## src/rtl/core/bs3_pkg.sv

```systemverilog
`timescale 1ns / 1ps
// Shared types and constants of the 3x3x3 box stencil core.
// No dependencies; every other file of the core imports this package.
package bs3_pkg;

   localparam int SampleWidth   = 32;
   localparam int ScaleWidth    = 16;
   localparam int CsrDataWidth  = 16;
   localparam int CsrIndexWidth = 3;
   localparam int StepWidth     = 8;
   localparam int ColPosWidth   = 8;
   localparam int RowPosWidth   = 8;
   localparam int PlanePosWidth = 10;

   // Growth of the partial sums: three, nine and twenty-seven samples.
   localparam int VertWidth  = SampleWidth + 2;
   localparam int ColWidth   = SampleWidth + 4;
   localparam int TotalWidth = SampleWidth + 5;
   localparam int ProdWidth  = TotalWidth + ScaleWidth + 1;

   // Register indexes of the configuration port.
   localparam logic [CsrIndexWidth-1:0] CsrVolumeCols   = 3'd0;
   localparam logic [CsrIndexWidth-1:0] CsrVolumeRows   = 3'd1;
   localparam logic [CsrIndexWidth-1:0] CsrVolumePlanes = 3'd2;
   localparam logic [CsrIndexWidth-1:0] CsrStepSize     = 3'd3;
   localparam logic [CsrIndexWidth-1:0] CsrSumScale     = 3'd4;

   localparam int                    DimReset   = 256;
   localparam int                    PlaneReset = 1024;
   localparam logic [StepWidth-1:0]  StepReset  = 8'd1;
   localparam logic [ScaleWidth-1:0] ScaleReset = 16'd2621;

   // Per-beat bookkeeping that travels with each sample down the pipeline.
   typedef struct packed {
      logic                     emit;
      logic                     last;
      logic [ColPosWidth-1:0]   col;
      logic [RowPosWidth-1:0]   row;
      logic [PlanePosWidth-1:0] plane;
   } meta_type;

endpackage

```

## src/rtl/core/bs3_reduce.sv

```systemverilog
`timescale 1ns / 1ps
// Horizontal three-column sum, weighting, rounding, saturation and result register.
// Depends on bs3_pkg.
module bs3_reduce (
   input  logic                                   clock,
   input  logic                                   reset,
   input  logic                                   in_valid,
   output logic                                   in_ready,
   input  logic signed [bs3_pkg::ColWidth-1:0]    in_sum,
   input  bs3_pkg::meta_type                      in_meta,
   input  logic [bs3_pkg::ScaleWidth-1:0]         sum_scale,
   output logic                                   rsp_valid,
   input  logic                                   rsp_stall,
   output logic signed [bs3_pkg::SampleWidth-1:0] rsp_filtered,
   output logic [bs3_pkg::ColPosWidth-1:0]        rsp_col_pos,
   output logic [bs3_pkg::RowPosWidth-1:0]        rsp_row_pos,
   output logic [bs3_pkg::PlanePosWidth-1:0]      rsp_plane_pos,
   output logic                                   rsp_volume_done
);
   import bs3_pkg::*;

   localparam logic signed [ProdWidth-1:0] RoundHalf = ProdWidth'(32768);
   localparam logic signed [ProdWidth-1:0] SatMax    = ProdWidth'(64'sd2147483647);
   localparam logic signed [ProdWidth-1:0] SatMin    = -ProdWidth'(64'sd2147483648);

   logic                          v3_ff, v4_ff, v5_ff, out_valid_ff;
   logic                          en3, fire3, en4, fire4, en5, fire5, en_out;
   logic signed [ColWidth-1:0]    w3_ff, wq1_ff, wq2_ff;
   logic signed [TotalWidth-1:0]  total_in, total4_ff;
   logic signed [ProdWidth-1:0]   prod_in, prod5_ff, rounded, shifted;
   logic signed [SampleWidth-1:0] sat_in, filt_ff;
   meta_type                      meta3_ff, meta4_ff, meta5_ff, meta_out_ff;

   assign en_out   = !out_valid_ff || !rsp_stall;
   // Beats that select no output point leave the pipeline here.
   assign en5      = !v5_ff || !meta5_ff.emit || en_out;
   assign fire5    = v5_ff && meta5_ff.emit && en_out;
   assign en4      = !v4_ff || en5;
   assign fire4    = v4_ff && en5;
   assign en3      = !v3_ff || en4;
   assign fire3    = v3_ff && en4;
   assign in_ready = en3;

   assign total_in = TotalWidth'(w3_ff) + TotalWidth'(wq1_ff) + TotalWidth'(wq2_ff);
   assign prod_in  = ProdWidth'(total4_ff) * ProdWidth'($signed({1'b0, sum_scale}));
   assign rounded  = prod5_ff + RoundHalf;
   assign shifted  = rounded >>> 16;

   always_comb begin
      if (shifted > SatMax) sat_in = SatMax[SampleWidth-1:0];
      else if (shifted < SatMin) sat_in = SatMin[SampleWidth-1:0];
      else sat_in = shifted[SampleWidth-1:0];
   end

   always_ff @(posedge clock) begin
      if (reset) begin
         v3_ff        <= 1'b0;
         v4_ff        <= 1'b0;
         v5_ff        <= 1'b0;
         out_valid_ff <= 1'b0;
      end else begin
         if (en3) v3_ff <= in_valid;
         if (en4) v4_ff <= v3_ff;
         if (en5) v5_ff <= v4_ff;
         if (en_out) out_valid_ff <= v5_ff && meta5_ff.emit;
      end
   end

   always_ff @(posedge clock) begin
      if (in_valid && en3) begin
         w3_ff    <= in_sum;
         meta3_ff <= in_meta;
      end
      // The column history shifts once per beat, so it always holds the two
      // columns to the left of the beat in the third stage.
      if (fire3) begin
         wq1_ff    <= w3_ff;
         wq2_ff    <= wq1_ff;
         total4_ff <= total_in;
         meta4_ff  <= meta3_ff;
      end
      if (fire4) begin
         prod5_ff <= prod_in;
         meta5_ff <= meta4_ff;
      end
      if (fire5) begin
         filt_ff     <= sat_in;
         meta_out_ff <= meta5_ff;
      end
   end

   assign rsp_valid       = out_valid_ff;
   assign rsp_filtered    = filt_ff;
   assign rsp_col_pos     = meta_out_ff.col;
   assign rsp_row_pos     = meta_out_ff.row;
   assign rsp_plane_pos   = meta_out_ff.plane;
   assign rsp_volume_done = meta_out_ff.last;

   a_blocked_only_by_output: assert property (@(posedge clock) disable iff (reset)
      v5_ff && !en5 |-> out_valid_ff && rsp_stall && meta5_ff.emit)
      else $error("final stage held without a stalled result");

   a_result_marked: assert property (@(posedge clock) disable iff (reset)
      fire5 |=> out_valid_ff && meta_out_ff.emit)
      else $error("result register loaded from a beat with no output point");

endmodule

```

## config.mk

```make
export PLATFORM = sky130hd
export DESIGN_NAME = bs3_reduce
export DESIGN_NICKNAME = d
export VERILOG_FILES = /design/src/rtl/core/bs3_pkg.sv /design/src/rtl/core/bs3_reduce.sv
export SDC_FILE = /design/constraint.sdc
export NUM_CORES = 2
export LEC_CHECK = 0
export ABC_AREA = 0
export BUFFER_PORTS_ARGS = -buffer_cell sky130_fd_sc_hd__clkbuf_2
export CAP_MARGIN = 20
export CORE_AREA = 2 2 275 277
export CTS_BUF_LIST = sky130_fd_sc_hd__clkbuf_16
export DETAILED_ROUTE_END_ITERATION = 10
export DIE_AREA = 0 0 277 279
export GPL_ROUTABILITY_DRIVEN = 1
export GPL_TIMING_DRIVEN = 0
export PLACE_DENSITY_LB_ADDON = 0.25
export SYNTH_ARGS = -nofsm -noshare
export SYNTH_HDL_FRONTEND = slang
export SYNTH_SLANG_ARGS = --single-unit
```

## constraint.sdc

```tcl
create_clock -name clock -period 15.8 [get_ports clock]
set_clock_uncertainty 0.1 [all_clocks]
set_input_delay 0.79 -clock clock [delete_from_list [all_inputs] [get_ports clock]]
set_output_delay 0.79 -clock clock [all_outputs]
set_load 0.1 [all_outputs]
```

Word level (Yosys, flattened, before mapping)
Index checks and enable logic that the tools add are counted.

storage, ports and cells
  register bits = 346
  input bits = 84
  logic and storage cells = 52

operators by class
  add/subtract/negate cells = 3
  multiply operators = 1
  magnitude comparators = 2
  muxes and demuxes = 1
  reduce and logical (&&, ||, !) cells = 16

operator list
  cell                    count
  $add 54x17->54 const B  1
  $mul 37x17->54          1
  $gt 38x32->1 const B    1
  $lt 38x32->1 const B    1
  $add 36x36->37          1
  $add 37x36->37          1
  $mux 32                 1
  $logic_not 1->1         6
  $logic_and 1x1->1       5
  $logic_or 1x1->1        5

Logic depth before layout (Yosys ltp)
  depth in word-level cells = 6
  mapped depth = 25
  gate-level depth less buffers = 23

Worst setup path after synthesis
Ideal clock, no wire load.

  kind = input -> register
  start point = input rsp_stall
  end point = register meta4_ff[0] (netlist bit) (enable)
  arrival time = 10.876 ns
  setup slack = 3.982 ns
  stages = 3
  path buffers = 0
  cells stage by stage = nand2_1 -> nor2_1 -> a21boi_0

on the way
  word-level cells in the longest chain between the ends = 5

ends and longest elaborated chain
  item                  line              RTL
  from (decl)           bs3_reduce.sv:13  input logic rsp_stall,
  $logic_not 1->1       bs3_reduce.sv:34  assign en_out = !out_valid_ff || !rsp_stall;
  $logic_or 1x1->1      bs3_reduce.sv:34
  $logic_or 1x1->1      bs3_reduce.sv:36  assign en5 = !v5_ff || !meta5_ff.emit || en_out;
  $logic_or 1x1->1      bs3_reduce.sv:38  assign en4 = !v4_ff || en5;
  $logic_and 1x1->1     bs3_reduce.sv:41  assign fire3 = v3_ff && en4;
  net fire3             bs3_reduce.sv:27  logic en3, fire3, en4, fire4, en5, fire5, en_out;
  to (signal assigned)  bs3_reduce.sv:80  meta4_ff <= meta3_ff;
  to (decl)             bs3_reduce.sv:32  meta_type meta3_ff, meta4_ff, meta5_ff, meta_out_ff;

The timed path passes the listed nets, and every way through them passes these cells.
A chain may end at the register's enable or synchronous reset.

Worst setup path in the final report
  start point = input sum_scale[13] (netlist bit)
  end point = register prod5_ff[53], data pin

on the way
  word-level cells in the longest chain between the ends = 1

ends and longest elaborated chain
  item                  line              RTL
  from (decl)           bs3_reduce.sv:11  input logic [bs3_pkg::ScaleWidth-1:0] sum_scale,
  $mul 37x17->54        bs3_reduce.sv:45  assign prod_in = ProdWidth'(total4_ff) * ProdWidth'($signed({1'b0, sum_scale}));
  net prod_in[53]       bs3_reduce.sv:30  logic signed [ProdWidth-1:0] prod_in, prod5_ff, rounded, shifted;
  to (signal assigned)  bs3_reduce.sv:83  prod5_ff <= prod_in;
  to (decl)             bs3_reduce.sv:30

The timed path passes the listed nets, and every way through them passes these cells.

==> metrics.cfg <==
[route]
drtIter0Drc = 1355
ant_nets = 0
highest_layer = met5
viasPerCell = 5.00
drc = 0
first_pass_iters = 5
wl_per_cell_um = 18.9
met2_length_um = 35700
wl_met3_um = 6860
drt-total-wl_um = 79100
routed-via-count = 20920
drt-met1-wl_um = 33600

[placement]
io_buffers = 133
place_ws_ps = 7100
hpwl_um = 65800
gp_congestion = 0.929

[layout]
final_common_cell = inv_1
drive_gt1_share_pct = 8.62
nets = 4026
final_cell_mix = 663 x inv_1, 594 x fa_1, 423 x nand2_1
area_growth_syn_to_layout_pct = 10.4

[floorplan]
die_x_um = 277
dieArea_sq_um = 77300
num_rows = 100
die_h_um = 279
core_sq_um = 74100
start_util_pct = 44.9
ioPinCount = 145

[synth]
syn_nets = 3842
avgSynthCellArea_sq_um = 11.1
synth_fa_ha_area_share_pct = 41.9
ys_warn_count = 0
synth_compound_gate_area_share_pct = 5.16
synthFlopType = edfxtp_1
synth_edf_count = 327
syn-instance-count = 3003
synthesis.area_sq_um = 33200
synth.area.mux_share_pct = 0.0301
synth_top_family_by_area = adder cells
yosysUniqueCellTypes = 77
ys_seq_elements = 331
synth_async_sr_flop_share_pct = 0
synthSimpleGateAreaFrac_pct = 11.5
synth_seq_area_share_pct = 29.8
synthXorXnorAreaFrac_pct = 2.93
yosys.area.top_type_share_pct = 35.8
ys_top_cells_by_area = fa_1 36%, edfxtp_1 30%, inv_1 7.4%, ha_1 6.1%, nand2_1 4.8%
synth.largest_area_cell = fa_1

[worst_setup_path]
cp-start-kind = primary input
end_kind = flip-flop
startpoint = sum_scale[13]
cp_max_fo = 10
crit_required_ps = 15990
critPathKind = in -> reg
r2r-start = total4_ff[14]
worstPathArrival_ps = 8390

[sta]
finalCritPeriodShare_pct = 51.9
setup_violations = 0
slew-limit-headroom_pct = 35.6
drv_slew = 0
period_needed_ps = 8200
finalSetupTns_ps = 0
worst_pin_slew_ps = 966
hold_violations = 0
rsz0062_at_grt = no
fmax_mhz = 122
worst_slack_ps = 7600

[outcome]
outcome = finished clean

[global_route]
grt_pass1_vias = 22483
grt_use_total_pct = 21.1
grt_first_pass_wirelength_um = 125000
grt_max_degree = 37
grt-ovfl-total = 0
antenna_found_initial = 1

[cts]
numCtsBuffers = 38
cts-root-buf = clkbuf_16
cts_htree_levels = 2
clk_latency_ps = 570
cts_tree = done
clk_pin_slew_worst_paths_ps = 60
clock_sinks = 331
cts-resized-gates = 0
ctsHoldBuffers = 0
clock_path_buffers = 3
post_cts_buffers = 0

[hold_path]
min_from = in_meta[17]
worstHoldPathType = in -> reg

[run]
drv_cap = 0

logic make-up after synthesis:
group                    count (synthesis)
AND/OR/NAND/NOR                        800
adder cells (fa/ha/maj)                755
XOR/XNOR                               111
flip-flops                             331
AO/OA/AOI/OAI                          242
multiplexers                             1
buffers and inverters                  763
metrics by stage:
stage / util (%) / instances / hold slack, ps / area [sq um]
finish: 49.5 / 4182 / 291 / 36700
global route: 49.5 / 4181 / 276 / 36700
CTS: 49.5 / 4181 / 265 / 36700
detailed placement: 47.8 / 4116 / 305 / 35400
global placement: 47.4 / 4105 / 301 / 35100
floorplan: - / 3003 / 300 / 33200
flip-flops by register name, indices dropped and copies added, names as in the netlist, 8 cells and up:
register       flops
rsp_plane_pos     10
meta5_ff          28
wq2_ff            36
w3_ff             36
meta3_ff          28
rsp_row_pos        8
meta4_ff          28
rsp_filtered      32
prod5_ff          39
total4_ff         37
rsp_col_pos        8
wq1_ff            36
layout make-up:
type                       instances  area (sq um)
antenna                            1          2.50
buffer                           104           432
clock buffer                      38           951
clock inverter                    27           332
fill                            6799         37400
inverter                         659          2470
multi-input combinational       1909         20500
sequential                       331          9900
tap                              969          1210
timing repair buffer             144           916
cells in the mapped netlist, drive strengths merged, types with 8 or more instances:
| library cell | count |
|---|---|
| a211oi | 15 |
| a21o | 28 |
| a21oi | 70 |
| and2 | 219 |
| and3 | 12 |
| clkbuf | 98 |
| edfxtp | 327 |
| fa | 594 |
| ha | 161 |
| inv | 659 |
| nand2 | 424 |
| nand3 | 33 |
| nand4 | 19 |
| nor2 | 54 |
| nor3 | 8 |
| o21ai | 62 |
| xnor2 | 65 |
| xor2 | 46 |
critical path: stages:
cell and delay (ps):
clkbuf_1 610, clkbuf_1 700, nand2_1 180, fa_1 570, inv_1 50, fa_1 500, fa_1 550, fa_1 520
fa_1 680, inv_1 100, fa_1 540, inv_1 40, ha_1 350, o21ai_0 220, o21bai_1 180, a2111o_1 480
a211oi_2 350, a211o_2 190, a31oi_2 160, a211o_1 340, a21oi_2 160, xnor2_1 90
layer usage:
metal / GRT usage, % / vias up
met5: 0 / -
met4: 7.55 / 2
met3: 5.15 / 147
met2: 33.8 / 758
met1: 28.2 / 10390
li1: - / 9623
worst paths after layout:
kind,to,slack (ps),depth (start not counted)
setup / recovery,prod5_ff[53],7600,22
hold / removal,meta3_ff[17],290,1
setup reg to reg,prod5_ff[53],7930,21
hold reg to reg,rsp_plane_pos[8],320,0
Power is left out: the tool's default activity adds up to more than one toggle a clock period on the data nets, which glitch-free logic cannot reach.
