### src/rtl/core/bs3_pkg.sv
`timescale 1ns / 1ps
// Shared types and constants of the 3x3x3 box stencil core.
// No dependencies; every other file of the core imports this package.
package bs3_pkg;

   localparam int SampleWidth   = 32;
   localparam int ScaleWidth    = 16;
   localparam int CsrDataWidth  = 16;
   localparam int CsrIndexWidth = 3;
   localparam int StepWidth     = 8;
   localparam int ColPosWidth   = 8;
   localparam int RowPosWidth   = 8;
   localparam int PlanePosWidth = 10;

   // Growth of the partial sums: three, nine and twenty-seven samples.
   localparam int VertWidth  = SampleWidth + 2;
   localparam int ColWidth   = SampleWidth + 4;
   localparam int TotalWidth = SampleWidth + 5;
   localparam int ProdWidth  = TotalWidth + ScaleWidth + 1;

   // Register indexes of the configuration port.
   localparam logic [CsrIndexWidth-1:0] CsrVolumeCols   = 3'd0;
   localparam logic [CsrIndexWidth-1:0] CsrVolumeRows   = 3'd1;
   localparam logic [CsrIndexWidth-1:0] CsrVolumePlanes = 3'd2;
   localparam logic [CsrIndexWidth-1:0] CsrStepSize     = 3'd3;
   localparam logic [CsrIndexWidth-1:0] CsrSumScale     = 3'd4;

   localparam int                    DimReset   = 256;
   localparam int                    PlaneReset = 1024;
   localparam logic [StepWidth-1:0]  StepReset  = 8'd1;
   localparam logic [ScaleWidth-1:0] ScaleReset = 16'd2621;

   // Per-beat bookkeeping that travels with each sample down the pipeline.
   typedef struct packed {
      logic                     emit;
      logic                     last;
      logic [ColPosWidth-1:0]   col;
      logic [RowPosWidth-1:0]   row;
      logic [PlanePosWidth-1:0] plane;
   } meta_type;

endpackage

### src/rtl/core/bs3_ctrl.sv
`timescale 1ns / 1ps
// Configuration registers, raster position counters and output point selection.
// Depends on bs3_pkg.
module bs3_ctrl #(
   parameter int MAX_COLS   = 256,
   parameter int MAX_ROWS   = 256,
   parameter int MAX_PLANES = 1024
) (
   input  logic                                 clock,
   input  logic                                 reset,
   input  logic                                 csr_we,
   input  logic [bs3_pkg::CsrIndexWidth-1:0]    csr_index,
   input  logic [bs3_pkg::CsrDataWidth-1:0]     csr_wdata,
   input  logic                                 accept,
   output logic [$clog2(MAX_COLS)-1:0]          col_addr,
   output logic [$clog2(MAX_ROWS)-1:0]          row_addr,
   output bs3_pkg::meta_type                    meta,
   output logic [bs3_pkg::ScaleWidth-1:0]       sum_scale
);
   import bs3_pkg::*;

   localparam int CW  = $clog2(MAX_COLS);
   localparam int RW  = $clog2(MAX_ROWS);
   localparam int PW  = $clog2(MAX_PLANES);
   localparam int NCW = CW + 1;
   localparam int NRW = RW + 1;
   localparam int NPW = PW + 1;

   function automatic int clamp_dim(input int v, input int hi);
      int r;
      r = v;
      if (v < 3) r = 3;
      if (v > hi) r = hi;
      return r;
   endfunction

   // Phase of the step pattern; zero on the first interior index of an axis.
   function automatic logic [StepWidth-1:0] next_phase(input logic [StepWidth-1:0] ph,
                                                       input logic is_two,
                                                       input logic [StepWidth-1:0] s);
      logic [StepWidth-1:0] r;
      if (is_two || ph == s - 1'b1) r = '0;
      else r = ph + 1'b1;
      return r;
   endfunction

   logic [NCW-1:0]        nc_ff;
   logic [NRW-1:0]        nr_ff;
   logic [NPW-1:0]        np_ff;
   logic [StepWidth-1:0]  s_ff;
   logic [ScaleWidth-1:0] scale_ff;
   logic [CW-1:0]         c_ff, c_in;
   logic [RW-1:0]         r_ff, r_in;
   logic [PW-1:0]         p_ff, p_in;
   logic [StepWidth-1:0]  cph_ff, cph_in, rph_ff, rph_in, pph_ff, pph_in;
   logic                  c_last, r_last, p_last;
   logic [31:0]           col_m1, row_m1, plane_m1;

   assign c_last = {1'b0, c_ff} == nc_ff - 1'b1;
   assign r_last = {1'b0, r_ff} == nr_ff - 1'b1;
   assign p_last = {1'b0, p_ff} == np_ff - 1'b1;

   always_comb begin
      c_in   = c_ff;
      r_in   = r_ff;
      p_in   = p_ff;
      cph_in = cph_ff;
      rph_in = rph_ff;
      pph_in = pph_ff;
      if (c_last) begin
         c_in = '0;
         if (r_last) begin
            r_in = '0;
            if (p_last) begin
               p_in = '0;
            end else begin
               p_in   = p_ff + 1'b1;
               pph_in = next_phase(pph_ff, p_in == PW'(2), s_ff);
            end
         end else begin
            r_in   = r_ff + 1'b1;
            rph_in = next_phase(rph_ff, r_in == RW'(2), s_ff);
         end
      end else begin
         c_in   = c_ff + 1'b1;
         cph_in = next_phase(cph_ff, c_in == CW'(2), s_ff);
      end
   end

   always_ff @(posedge clock) begin
      if (reset) begin
         nc_ff    <= NCW'(clamp_dim(DimReset, MAX_COLS));
         nr_ff    <= NRW'(clamp_dim(DimReset, MAX_ROWS));
         np_ff    <= NPW'(clamp_dim(PlaneReset, MAX_PLANES));
         s_ff     <= StepReset;
         scale_ff <= ScaleReset;
         c_ff     <= '0;
         r_ff     <= '0;
         p_ff     <= '0;
         cph_ff   <= '0;
         rph_ff   <= '0;
         pph_ff   <= '0;
      end else if (csr_we) begin
         case (csr_index)
            CsrVolumeCols: begin
               nc_ff <= NCW'(clamp_dim(int'(csr_wdata[8:0]), MAX_COLS));
            end
            CsrVolumeRows: begin
               nr_ff <= NRW'(clamp_dim(int'(csr_wdata[8:0]), MAX_ROWS));
            end
            CsrVolumePlanes: begin
               np_ff <= NPW'(clamp_dim(int'(csr_wdata[10:0]), MAX_PLANES));
            end
            CsrStepSize: begin
               s_ff <= (csr_wdata[7:0] == '0) ? StepReset : csr_wdata[7:0];
            end
            CsrSumScale: begin
               scale_ff <= csr_wdata;
            end
            default: begin
            end
         endcase
         // A geometry write restarts the volume; a weight write does not.
         if (csr_index == CsrVolumeCols || csr_index == CsrVolumeRows ||
             csr_index == CsrVolumePlanes || csr_index == CsrStepSize) begin
            c_ff   <= '0;
            r_ff   <= '0;
            p_ff   <= '0;
            cph_ff <= '0;
            rph_ff <= '0;
            pph_ff <= '0;
         end
      end else if (accept) begin
         c_ff   <= c_in;
         r_ff   <= r_in;
         p_ff   <= p_in;
         cph_ff <= cph_in;
         rph_ff <= rph_in;
         pph_ff <= pph_in;
      end
   end

   assign col_m1   = 32'(c_ff) - 32'd1;
   assign row_m1   = 32'(r_ff) - 32'd1;
   assign plane_m1 = 32'(p_ff) - 32'd1;

   assign col_addr   = c_ff;
   assign row_addr   = r_ff;
   assign sum_scale  = scale_ff;
   assign meta.emit  = c_ff >= CW'(2) && r_ff >= RW'(2) && p_ff >= PW'(2) &&
                       cph_ff == '0 && rph_ff == '0 && pph_ff == '0;
   assign meta.last  = (32'(c_ff) + 32'(s_ff) >= 32'(nc_ff)) &&
                       (32'(r_ff) + 32'(s_ff) >= 32'(nr_ff)) &&
                       (32'(p_ff) + 32'(s_ff) >= 32'(np_ff));
   assign meta.col   = col_m1[ColPosWidth-1:0];
   assign meta.row   = row_m1[RowPosWidth-1:0];
   assign meta.plane = plane_m1[PlanePosWidth-1:0];

   a_col_in_range: assert property (@(posedge clock) disable iff (reset)
      {1'b0, c_ff} < nc_ff && {1'b0, r_ff} < nr_ff && {1'b0, p_ff} < np_ff)
      else $error("position counter beyond the volume geometry");

   a_volume_wrap: assert property (@(posedge clock) disable iff (reset)
      accept && !csr_we && c_last && r_last && p_last |=> c_ff == '0 && r_ff == '0 && p_ff == '0)
      else $error("counters did not wrap after the last sample of the volume");

endmodule

### config.mk
export PLATFORM = sky130hd
export DESIGN_NAME = bs3_ctrl
export DESIGN_NICKNAME = d
export VERILOG_FILES = /design/src/rtl/core/bs3_pkg.sv /design/src/rtl/core/bs3_ctrl.sv
export SDC_FILE = /design/constraint.sdc
export NUM_CORES = 1
export LEC_CHECK = 0
export ABC_AREA = 0
export BUFFER_PORTS_ARGS = -buffer_cell sky130_fd_sc_hd__buf_2
export CAP_MARGIN = 10
export CORE_ASPECT_RATIO = 0.7
export CORE_MARGIN = 2
export CORE_UTILIZATION = 65
export CTS_CLUSTER_DIAMETER = 30
export DETAILED_ROUTE_END_ITERATION = 12
export PLACE_DENSITY = 0.87
export RECOVER_POWER = 50
export SLEW_MARGIN = 0
export SYNTH_ARGS = -nofsm -noshare
export SYNTH_HDL_FRONTEND = slang
export SYNTH_SLANG_ARGS = --single-unit
### constraint.sdc
create_clock -name clock -period 7.4 [get_ports clock]
set_input_delay 1.48 -clock clock [delete_from_list [all_inputs] [get_ports clock]]
set_output_delay 1.48 -clock clock [all_outputs]
set_load 0.03 [all_outputs]
Word level (Yosys, flattened, before mapping)
Index checks and enable logic that the tools add are counted.
Word-level totals
  register bits: 103
  latch bits: 0
  RAM bits: 0
  ROM bits: 0
  output and inout port bits: 60
  logic and storage cells: 120
  memories: 0
Operators by class
  add/subtract/negate cells: 16
  $mul: 0
  divide/modulo/power cells: 0
  $lt $le $gt $ge: 10
  equality and inequality tests: 17
  shifts and indexed selects: 0
  muxes and demuxes: 34
  bitwise operators: 0
  reductions and logical operators: 32
Operator list (number)
  $mux 8: 24
  $mux 10: 6
  $add 8x1->8 const B: 5
  $logic_not 8->1: 4
  $eq 8x8->1: 3
  $sub 8x1->8 const B: 3
  $mux 11: 2
  $add 8x8->9: 2
  $eq 8x9->1: 2
  $ge 9x9->1: 2
  $mux 9: 2
  $sub 9x1->9 const B: 2
  $eq 8x2->1 const B: 2
  $ge 8x2->1 const B: 2
  $reduce_and 2->1: 6
  $add 10x8->11: 1
  $eq 10x11->1: 1
  $ge 11x11->1: 1
  $gt 11x11->1 const B: 1
  $lt 11x2->1 const B: 1
  $sub 11x1->11 const B: 1
  $add 10x1->10 const B: 1
  $eq 10x2->1 const B: 1
  $ge 10x2->1 const B: 1
  other kinds (15): 33

Depth between registers and ports, before layout
Gate-level depths: netlist of the first run.
  depth in word-level cells: 9
  mapped depth: 17
  depth with buffers taken out: 17

Least setup slack after synthesis of the first run
Ideal clock, no wire load.
  kind: register -> output
  start point: register p_ff[1]
  end point: output port meta[26] (netlist bit)
  arrival: 3420 ps
  data required time: 5920 ps
  path slack: 2500 ps
  stages on the path, launching flop included: 18
  path buffers: 1
  path through: dfxtp_1 > clkbuf_1 > inv_1 > fa_1 > nor2b_1 > o21ai_0 > a21boi_0 > o21ai_0 > nand2b_1 > a21o_1 > a21o_1 > xnor2_1 > ha_1 > o21a_1 > o211ai_1 > o21ai_0 > o21ai_0 > nor3_1
RTL lines
  from (decl): RTL line bs3_ctrl.sv:54  | logic [PW-1:0] p_ff, p_in;
  from (signal assigned): RTL line bs3_ctrl.sv:136  | p_ff <= p_in;
  to (decl): RTL line bs3_ctrl.sv:17  | output bs3_pkg::meta_type meta,

==> metrics.csv, run 1 <==
stage,metric,value,unit
outcome,status,finished with violations,
outcome,violations,"max-capacitance violations, max-slew violations",
clocking,cts_sinks,103,
logic_synthesis,synthFlopType,dfxtp_1,
clocking,numCtsBuffers,9,
sta,setup_viol,0,
pwr,power,1.29,mW
layout,fin_area,9070,um^2
critical_path,r2r-start,nr_ff[0],
pwr,p_leak,3.73,nW
placement,place_hpwl,17100,um
critical_path,reg2reg_to,pph_ff[3],
critical_path,critPathSlowestCell,clkbuf_1,
pwr,combPwrFrac,0.167,
logic_synthesis,syn-num-nets,1225,
floorplanning,num_rows,34,
logic_synthesis,yosys-top-cells-area,"dfxtp_1 24%, ha_1 11%, xnor2_1 7.4%",
pwr,pwr-share-clk,0.384,
detailed_routing,routed_via_density,6.37,
pwr,irDropWorstVdd,131,uV
critical_path,path_delay_family,buffers and inverters,
global_routing,grt_use_total,0.341,
floorplanning,die_h,99.4,um
logic_synthesis,synth_compound_gate_area_share,0.201,
critical_path,ff2ff_path_depth,10,
placement,placed_area,8830,um^2
worst_hold_path,hold_path.class,register to register,
logic_synthesis,yosysWarnings,0,
placement,dp.cells,1306,
detailed_routing,drc,0,
clocking,postCtsSetupBuffers,0,
global_routing,overflow,0,
floorplanning,die_area,13900,um^2
logic_synthesis,synth-adder-area-share,0.118,
logic_synthesis,synth_largest_area_cell,dfxtp_1,
run,maxCapViolations,2,
logic_synthesis,synth_edf_count,0,
pwr,power_frac_seq,0.449,
clocking,cts_resized,0,
layout,drive_gt1_frac,0.0621,
critical_path,endpoint_kind,register,
detailed_routing,dr.pass1.iters,7,
critical_path,worst-r2r-setup-slack,3.44,ns
logic_synthesis,ys_types,74,
placement,io_buffers,82,
clocking,ctsHoldBuffers,0,
sta,fin_ws,1.88,ns
critical_path,cp_num_buf_inv,3,
sta,post-route-period-util,0.745,
critical_path,arrival,5.77,ns
sta,finalHoldViolations,0,
critical_path,cp_max_fo,49,
detailed_routing,drtIter0Drc,945,
logic_synthesis,synthesis.area,8450,um^2
worst_hold_path,whs_path_depth,2,
layout,antenna_cells,0,
layout,nFillCells,999,
logic_synthesis,synth_commonest_cells,"130 x nand2_1, 103 x dfxtp_1, 92 x a21oi_1",
critical_path,crit_path_frequent_cell,clkbuf_1,
sta,slew_viol_final,93,
critical_path,worstPathRequired,7.65,ns
clocking,clk_path_buf_depth,2,
pwr,power_switching,372,uW
global_routing,grt_pass1_vias,7654,
floorplanning,initial_utilization,0.673,
clocking,insertion_delay,0.36,ns
detailed_routing,vias,8412,
floorplanning,core_area,12500,um^2
critical_path,max_stage_delay,1.74,ns
global_routing,grt_start_max_net_pins,50,
sta,slew_headroom,-0.559,
logic_synthesis,synth_top_family_by_area,simple AND/OR/NAND/NOR gates,
logic_synthesis,yosysMostFrequentCell,nand2_1,
clocking,cts.clk_slew.worst_paths,0.07,ns
placement,pre_cts_ws,2.45,ns
layout,area_delta_synth_final,7.44,%
critical_path,cp_cell_sequence,buf_2 -> clkbuf_1 -> clkbuf_1 -> nor2_1 -> nand4_1 -> o22ai_1 -> a21o_1,
pwr,swShare,0.289,
layout,fin_cells,1321,
detailed_routing,avgRoutedWirePerCell,18.0,um
sta,clock.fmax,181,MHz
logic_synthesis,netlist.area_leader.share,0.244,
critical_path,critPathKind,input pin to register,
logic_synthesis,ys_ff_latch,103,
worst_hold_path,hold_path_end,sum_scale[13],
worst_hold_path,hp-start,sum_scale[13],
sta,tightest_slew,2.34,ns
sta,tns,0,ns
detailed_routing,ant_nets,0,
detailed_routing,routed_wirelength,23700,um
clocking,clockRootBuffer,clkbuf_16,
placement,place_congestion,0.936,
floorplanning,die_w,140,um
logic_synthesis,synth_mux_area_frac,0.00474,
logic_synthesis,syn_avg_cell_area,7.51,um^2
sta,min_period,5.52,ns
logic_synthesis,synth_cells,1124,
logic_synthesis,synth-async-reset-ratio,0,
sta,finalClockSkew,0.00646,ns
clocking,ctsHtreeMaxLevel,3,
pwr,p_int,916,uW
logic_synthesis,seq_area_frac_synth,0.244,
pwr,pwr_density_cell,142,nW/um^2
layout,finalNetCount,1256,
sta,rsz0062_at_grt,false,
floorplanning,ioPinCount,83,
clocking,cts_tree,yes,
logic_synthesis,synth-simple-area-share,0.253,
critical_path,start_kind,input pin,
logic_synthesis,synth_xor_area_frac,0.115,
global_routing,grt_pass1_wl,38600,um
global_routing,antenna_found_initial,0,
## state kept, by name, indices dropped and copies added (netlist names)
name       cells
col_addr       8
cph_ff         8
nc_ff          9
np_ff         11
nr_ff          9
p_ff          10
pph_ff         8
row_addr       8
rph_ff         8
s_ff           8
sum_scale     16
## power by group through the flow
stage          clock network (mW)  registers, mW  logic [mW]
4_1_cts                     0.496          0.578       0.214
3_5_place_dp                    0          0.591       0.211
3_3_place_gp                    0          0.590       0.208
5_1_grt                     0.517          0.580       0.233
6_report                    0.494          0.579       0.215
2_1_floorplan                   0          0.590       0.151
## metal layers
metal / routed length [um] / GRT usage
met5: 0 / 0
met4: 659 / 0.124
met3: 2460 / 0.0727
met2: 10100 / 0.529
met1: 10500 / 0.472
## worst max path at each step
stage | start | endpoint | depth (start not counted)
global route | reset | p_ff[2] | 7
CTS | s_ff[0] | meta[26] | 18
floorplan | p_ff[1] | meta[26] | 17
finish | reset | p_ff[2] | 7
global placement | s_ff[0] | meta[26] | 18
detailed placement | s_ff[0] | meta[26] | 18
## worst register-to-register path, cell delays in order (launching register included)
cell	delay (ns)
dfxtp_1	0.52
inv_1	0.09
ha_1	0.29
or4b_2	0.25
or4b_1	0.44
a31o_2	0.26
a32oi_1	0.47
o2111a_1	0.73
o21a_1	0.39
o21ai_0	0.15
a32o_1	0.28
## logic make-up (layout without fill, tap and decap cells)
logic type               count (synthesis)  in the layout
multiplexers                             4              4
flip-flops                             103            103
AND/OR/NAND/NOR                        423            423
buffers and inverters                  145            180
AO/OA/AOI/OAI                          262            262
adder cells (fa/ha/maj)                 78             78
XOR/XNOR                               109            109
## per-stage QoR
step	utilization	hold slack (ns)
after floorplan	-	0.458
after global placement	0.704	0.440
after detailed placement	0.704	0.445
after CTS	0.728	0.455
after global routing	0.723	0.490
final	0.723	0.457
## final cells by class
| cell class | count | area (um^2) | area share |
|---|---|---|---|
| clock inverter | 3 | 42.5 | 0.00469 |
| clock buffer | 12 | 256 | 0.0283 |
| timing repair buffer | 85 | 375 | 0.0414 |
| inverter | 80 | 300 | 0.0331 |
| sequential | 103 | 2060 | 0.227 |
| tap | 162 | 203 | 0.0223 |
| multi-input combinational | 876 | 5830 | 0.643 |
## cells in the final DEF (no fill, tap or decap), types with 12 or more instances in the layout
cell,instances
nand2_1,130
dfxtp_1,103
a21oi_1,92
inv_1,78
ha_1,75
xnor2_1,71
nor2_1,69
o21ai_0,50
clkbuf_1,43
buf_2,42
nand3_1,41
nor3_1,38
xor2_1,37
a21o_1,27
and3_1,23
nor4_1,18
or3_1,16
nand2b_1,14
nor3b_1,14
nor2b_1,13
nand4_1,12
No activity file was read; power rests on OpenSTA's default activity.
==> run 2: changes to the inputs <==
CORE_UTILIZATION = 61   (was 65)
PLACE_DENSITY = 0.82   (was 0.87)
clock period = 5.11 ns   (was 7.4 ns; I/O delays follow)
==> metrics.csv, run 2 (synthesis gave the netlist of run 1 again) <==
stage,metric,value,unit,change
placement,io_buffers,82,,unchanged
pwr,combPwrFrac,0.172,,was 0.167
global_routing,grt_start_max_net_pins,57,,was 50
pwr,p_leak,3.76,nW,was 3.73 nW
detailed_routing,vias,8295,,was 8412
floorplanning,initial_utilization,0.632,,was 0.673
pwr,pwr_density_cell,202,nW/um^2,was 142 nW/um^2
detailed_routing,routed_via_density,6.14,,was 6.37
clocking,clk_path_buf_depth,2,,unchanged
sta,finalClockSkew,0.0119,ns,was 0.00646 ns
sta,slew_headroom,-0.771,,was -0.559
detailed_routing,drc,0,,unchanged
layout,largest_reg_flops,16,,unchanged
clocking,ctsHoldBuffers,0,,unchanged
pwr,irDropWorstVdd,171,uV,was 131 uV
clocking,clockRootBuffer,clkbuf_16,,unchanged
detailed_routing,avgRoutedWirePerCell,17.6,um,was 18.0 um
outcome,violations,"max-capacitance violations, max-slew violations",,unchanged
layout,fin_util,0.685,,was 0.723
floorplanning,die_h,102,um,was 99.4 um
clocking,ctsHtreeMaxLevel,3,,unchanged
run,maxCapViolations,2,,unchanged
detailed_routing,ant_nets,0,,unchanged
floorplanning,ioPinCount,83,,unchanged
layout,drive_gt1_frac,0.0677,,was 0.0621
clocking,cts_tree,yes,,unchanged
pwr,swShare,0.309,,was 0.289
placement,place_congestion,0.973,,was 0.936
pwr,p_int,1.28,mW,was 916 uW
floorplanning,core_area,13400,um^2,was 12500 um^2
sta,slew_viol_final,93,,unchanged
floorplanning,num_rows,35,,was 34
pwr,power,1.85,mW,was 1.29 mW
sta,post-route-period-util,0.958,,
critical_path,cp_max_fo,13,,was 49
global_routing,antenna_found_initial,0,,unchanged
placement,place_hpwl,17400,um,was 17100 um
layout,nFillCells,1158,,was 999
layout,finalNetCount,1263,,was 1256
detailed_routing,drtIter0Drc,679,,was 945
pwr,power_frac_seq,0.450,,was 0.449
global_routing,grt_pass1_wl,38200,um,was 38600 um
detailed_routing,routed_wirelength,23800,um,was 23700 um
global_routing,grt_use_total,0.328,,was 0.341
sta,setup_viol,0,,unchanged
clocking,postCtsSetupBuffers,0,,unchanged
critical_path,worstPathRequired,4.09,ns,was 7.65 ns
clocking,cts_sinks,103,,unchanged
layout,area_delta_synth_final,8.31,%,was 7.44%
worst_hold_path,hold_path.class,register to register,,unchanged
clocking,cts.clk_slew.worst_paths,0.07,ns,about the same
layout,mostFrequentLayoutCells,"130 x nand2_1, 103 x dfxtp_1, 92 x a21oi_1, 78 x inv_1, 75 x ha_1",,unchanged
outcome,status,finished with violations,,unchanged
critical_path,start_kind,register,,was input pin
detailed_routing,dr.pass1.iters,7,,unchanged
layout,antenna_cells,0,,unchanged
clocking,numCtsBuffers,9,,unchanged
clocking,cts_resized,0,,unchanged
sta,finalHoldViolations,0,,unchanged
critical_path,endpoint_kind,output port,,was register
global_routing,grt_pass1_vias,7350,,was 7654
global_routing,overflow,0,,unchanged
floorplanning,die_w,145,um,was 140 um
floorplanning,die_area,14800,um^2,was 13900 um^2
sta,tns,0,ns,unchanged
critical_path,arrival,3.87,ns,was 5.77 ns
sta,rsz0062_at_grt,false,,unchanged
sta,min_period,4.90,ns,
pwr,pwr-share-clk,0.378,,was 0.384
sta,tightest_slew,2.66,ns,was 2.34 ns
pwr,power_switching,572,uW,was 372 uW
layout,final_common_cell,nand2_1,,unchanged
clocking,insertion_delay,0.36,ns,about the same
sta,clock.fmax,204,MHz,
critical_path,critPathKind,register to output port,,was input pin to register
-- run 2: worst paths after layout --
kind,start,to,slack (ns),cells after the start
worst min register to register,sum_scale[15],sum_scale[15],0.46,2
worst max-delay path,p_ff[0],meta[26],0.21,18
worst min-delay path,sum_scale[15],sum_scale[15],0.46,2
worst max register to register,nc_ff[0],rph_ff[3],1.28,10
-- run 2: cell type report --
type                            count  area [um^2]  share of cell area
Multi-Input combinational cell    876         5830               0.638
Sequential cell                   103         2060               0.225
Timing Repair Buffer               92          428              0.0468
Inverter                           80          300              0.0328
Clock buffer                       10          239              0.0261
Tap cell                          185          231              0.0253
Clock inverter                      6         52.6             0.00574
-- run 2: stage by stage --
step | instance area, um^2 | setup slack [ns] | cells | hold slack [ns]
2_1_floorplan | 8450 | 0.668 | 1124 | 0.458
3_3_place_gp | 8910 | 0.687 | 1336 | 0.441
3_5_place_dp | 8910 | 0.625 | 1336 | 0.447
4_1_cts | 9210 | 0.202 | 1352 | 0.458
5_1_grt | 9150 | 0.00117 | 1352 | 0.486
6_report | 9150 | 0.213 | 1352 | 0.460
-- run 2: critical path, cell delays in order, from the launching register on --
cell	delay [ns]
dfxtp_1	0.59
ha_1	0.27
inv_1	0.06
fa_1	0.41
nor2b_1	0.13
o21ai_0	0.12
a21boi_0	0.25
o21ai_0	0.11
nand2b_1	0.11
a21o_1	0.12
a21o_1	0.14
xnor2_1	0.07
ha_1	0.27
o21a_1	0.11
o211ai_1	0.07
o21ai_0	0.15
o21ai_0	0.12
nor3_1	0.18
buf_2	0.24
-- run 2: power by group through the flow --
stage	combinational [mW]	sequential, mW	clock [mW]
2_1_floorplan	0.218	0.854	0
3_3_place_gp	0.309	0.849	0
3_5_place_dp	0.315	0.850	0
4_1_cts	0.317	0.831	0.709
5_1_grt	0.347	0.834	0.737
6_report	0.318	0.832	0.698
-- run 2: per-layer routing --
layer	share of wire	track usage	vias up	wire length [um]
li1	-	-	4031	-
met3	0.086	0.0534	36	2040
met5	0	0	-	0
met1	0.47	0.487	3864	11300
met2	0.42	0.490	364	10000
met4	0.019	0.0956	0	453
==> run 3: changes to the inputs <==
CORE_UTILIZATION = 62   (was 61)
CTS_BUF_LIST = sky130_fd_sc_hd__clkbuf_8   (was unset)
PLACE_DENSITY = 0.83   (was 0.82)
==> metrics.csv, run 3 (synthesis gave the netlist of run 1 again) <==
stage,metric,value,unit,change
layout,largest_reg_flops,16,,unchanged
pwr,pwr_density_cell,198,nW/um^2,was 202 nW/um^2
clocking,ctsHoldBuffers,0,,unchanged
floorplanning,die_area,14600,um^2,was 14800 um^2
placement,place_congestion,0.915,,was 0.973
layout,drive_gt1_frac,0.0704,,was 0.0677
floorplanning,initial_utilization,0.639,,was 0.632
critical_path,endpoint_kind,output port,,unchanged
pwr,power_frac_seq,0.462,,was 0.450
critical_path,worstPathRequired,4.09,ns,about the same
global_routing,grt_use_total,0.335,,was 0.328
critical_path,max_stage_delay,0.48,ns,was 0.59 ns
clocking,cts_sinks,103,,unchanged
layout,antenna_cells,0,,unchanged
detailed_routing,routed_via_density,6.21,,was 6.14
sta,slew_headroom,0.278,,was -0.771
detailed_routing,avgRoutedWirePerCell,17.6,um,about the same
layout,fin_util,0.688,,was 0.685
critical_path,critPathKind,register to output port,,unchanged
floorplanning,die_h,102,um,about the same
pwr,power,1.80,mW,was 1.85 mW
sta,clock.fmax,209,MHz,was 204 MHz
critical_path,start_kind,register,,unchanged
placement,place_hpwl,17500,um,was 17400 um
sta,tightest_slew,1.07,ns,was 2.66 ns
critical_path,arrival,3.75,ns,was 3.87 ns
floorplanning,num_rows,35,,unchanged
pwr,pwr-share-clk,0.362,,was 0.378
critical_path,path_delay_family,compound AO/OA/AOI/OAI gates,,unchanged
pwr,swShare,0.297,,was 0.309
layout,area_delta_synth_final,7.76,%,was 8.31%
detailed_routing,dr.pass1.iters,5,,was 7
run,maxCapViolations,0,,was 2
detailed_routing,routed_wirelength,23800,um,about the same
worst_hold_path,hold_path.class,register to register,,unchanged
sta,setup_viol,0,,unchanged
sta,slew_viol_final,0,,was 93
pwr,p_int,1.27,mW,was 1.28 mW
sta,finalClockSkew,0.0134,ns,was 0.0119 ns
clocking,numCtsBuffers,9,,unchanged
detailed_routing,ant_nets,0,,unchanged
layout,mostFrequentLayoutCells,"130 x nand2_1, 100 x dfxtp_1, 92 x a21oi_1, 78 x inv_1, 75 x ha_1",,"was 130 x nand2_1, 103 x dfxtp_1, 92 x a21oi_1, 78 x inv_1, 75 x ha_1"
layout,finalNetCount,1261,,was 1263
critical_path,critPathSlowestCell,dfxtp_2,,was dfxtp_1
detailed_routing,vias,8386,,was 8295
critical_path,cp_num_buf_inv,2,,unchanged
sta,rsz0062_at_grt,false,,unchanged
floorplanning,ioPinCount,83,,unchanged
sta,tns,0,ns,unchanged
detailed_routing,drtIter0Drc,734,,was 679
floorplanning,die_w,144,um,was 145 um
pwr,p_leak,3.74,nW,was 3.76 nW
sta,min_period,4.77,ns,was 4.90 ns
global_routing,overflow,0,,unchanged
critical_path,crit_path_frequent_cell,o21ai_0,,unchanged
pwr,irDropWorstVdd,131,uV,was 171 uV
critical_path,cp_max_fo,13,,unchanged
detailed_routing,drc,0,,unchanged
sta,post-route-period-util,0.934,,was 0.958
sta,finalHoldViolations,0,,unchanged
global_routing,grt_start_max_net_pins,90,,was 57
global_routing,grt_pass1_wl,39000,um,was 38200 um
pwr,combPwrFrac,0.176,,was 0.172
floorplanning,core_area,13200,um^2,was 13400 um^2
outcome,status,"finished, final reports clean",,was finished with violations
clocking,clockRootBuffer,clkbuf_8,,was clkbuf_16
placement,io_buffers,82,,unchanged
clocking,cts_tree,yes,,unchanged
pwr,power_switching,535,uW,was 572 uW
clocking,cts.clk_slew.worst_paths,0.10,ns,was 0.07 ns
clocking,ctsHtreeMaxLevel,3,,unchanged
clocking,insertion_delay,0.38,ns,was 0.36 ns
layout,final_common_cell,nand2_1,,unchanged
global_routing,antenna_found_initial,0,,unchanged
critical_path,cp_cell_sequence,ha_1 -> inv_1 -> fa_1 -> nor2b_1 -> o21ai_0 -> a21boi_0 -> o21ai_0 -> nand2b_1 -> a21o_1 -> a21o_1 -> xnor2_1 -> ha_1 -> o21a_1 -> o211ai_1 -> o21ai_0 -> o21ai_0 -> nor3_1 -> buf_2,,unchanged
clocking,clk_path_buf_depth,2,,unchanged
global_routing,grt_pass1_vias,7677,,was 7350
run 3: cell types whose count changed in the layout (fill, tap and decap cells not counted), sizes merged:
cell / change
bufinv: +3
clkbuf: -2
clkinv: -1
inv: -2
run 3: layer usage:
layer  track usage  wire, um  vias to the layer above  share of wire
met1         0.488     11200                     3930           0.47
li1              -         -                     4015              -
met5             0         0                        -              0
met2         0.497      9820                      382           0.41
met4         0.112       682                        0          0.029
met3        0.0648      2070                       59          0.087
run 3: path summary, 6_finish.rpt:
check                 from             to  slack, ns  cells after the start
max reg2reg       nc_ff[0]      pph_ff[4]       1.15                     10
min reg2reg  sum_scale[14]  sum_scale[14]       0.46                      2
min          sum_scale[14]  sum_scale[14]       0.46                      2
max                p_ff[0]       meta[26]       0.34                     18
run 3: stage by stage:
step | hold slack, ns | std cells | area (um^2) | setup slack, ns
after CTS | 0.461 | 1350 | 9150 | 0.200
after global routing | 0.491 | 1350 | 9100 | 0.00878
after floorplan | 0.458 | 1124 | 8450 | 0.668
after detailed placement | 0.446 | 1334 | 8900 | 0.625
after global placement | 0.439 | 1334 | 8900 | 0.783
final | 0.464 | 1350 | 9100 | 0.336
run 3: what timing repair did:
action	in CTS	in global routing
endpoints found under the setup margin	0	1
setup buffers	0	0
resized for setup	0	3
run 3: worst min-delay path: cells and delay by family, from the launching register on:
family	cells	cell delay [ns]
AOI/OAI and AO/OA	1	0.05
DFF	1	0.32
and+or+nand+nor	1	0.05
run 3: final cells by class:
| type | count | area, um^2 |
|---|---|---|
| Clock buffer | 10 | 138 |
| Multi-Input combinational cell | 876 | 5830 |
| Inverter | 80 | 300 |
| Sequential cell | 103 | 2070 |
| Clock inverter | 6 | 116 |
| Timing Repair Buffer | 90 | 415 |
| Tap cell | 185 | 231 |
| Fill cell | 1146 | 4120 |
run 3: power groups by stage:
stage	sequential (mW)	clock, mW	combinational, mW
after floorplan	0.854	0	0.218
after global placement	0.850	0	0.307
after detailed placement	0.850	0	0.313
after CTS	0.832	0.654	0.316
after global routing	0.835	0.688	0.347
final	0.833	0.652	0.317
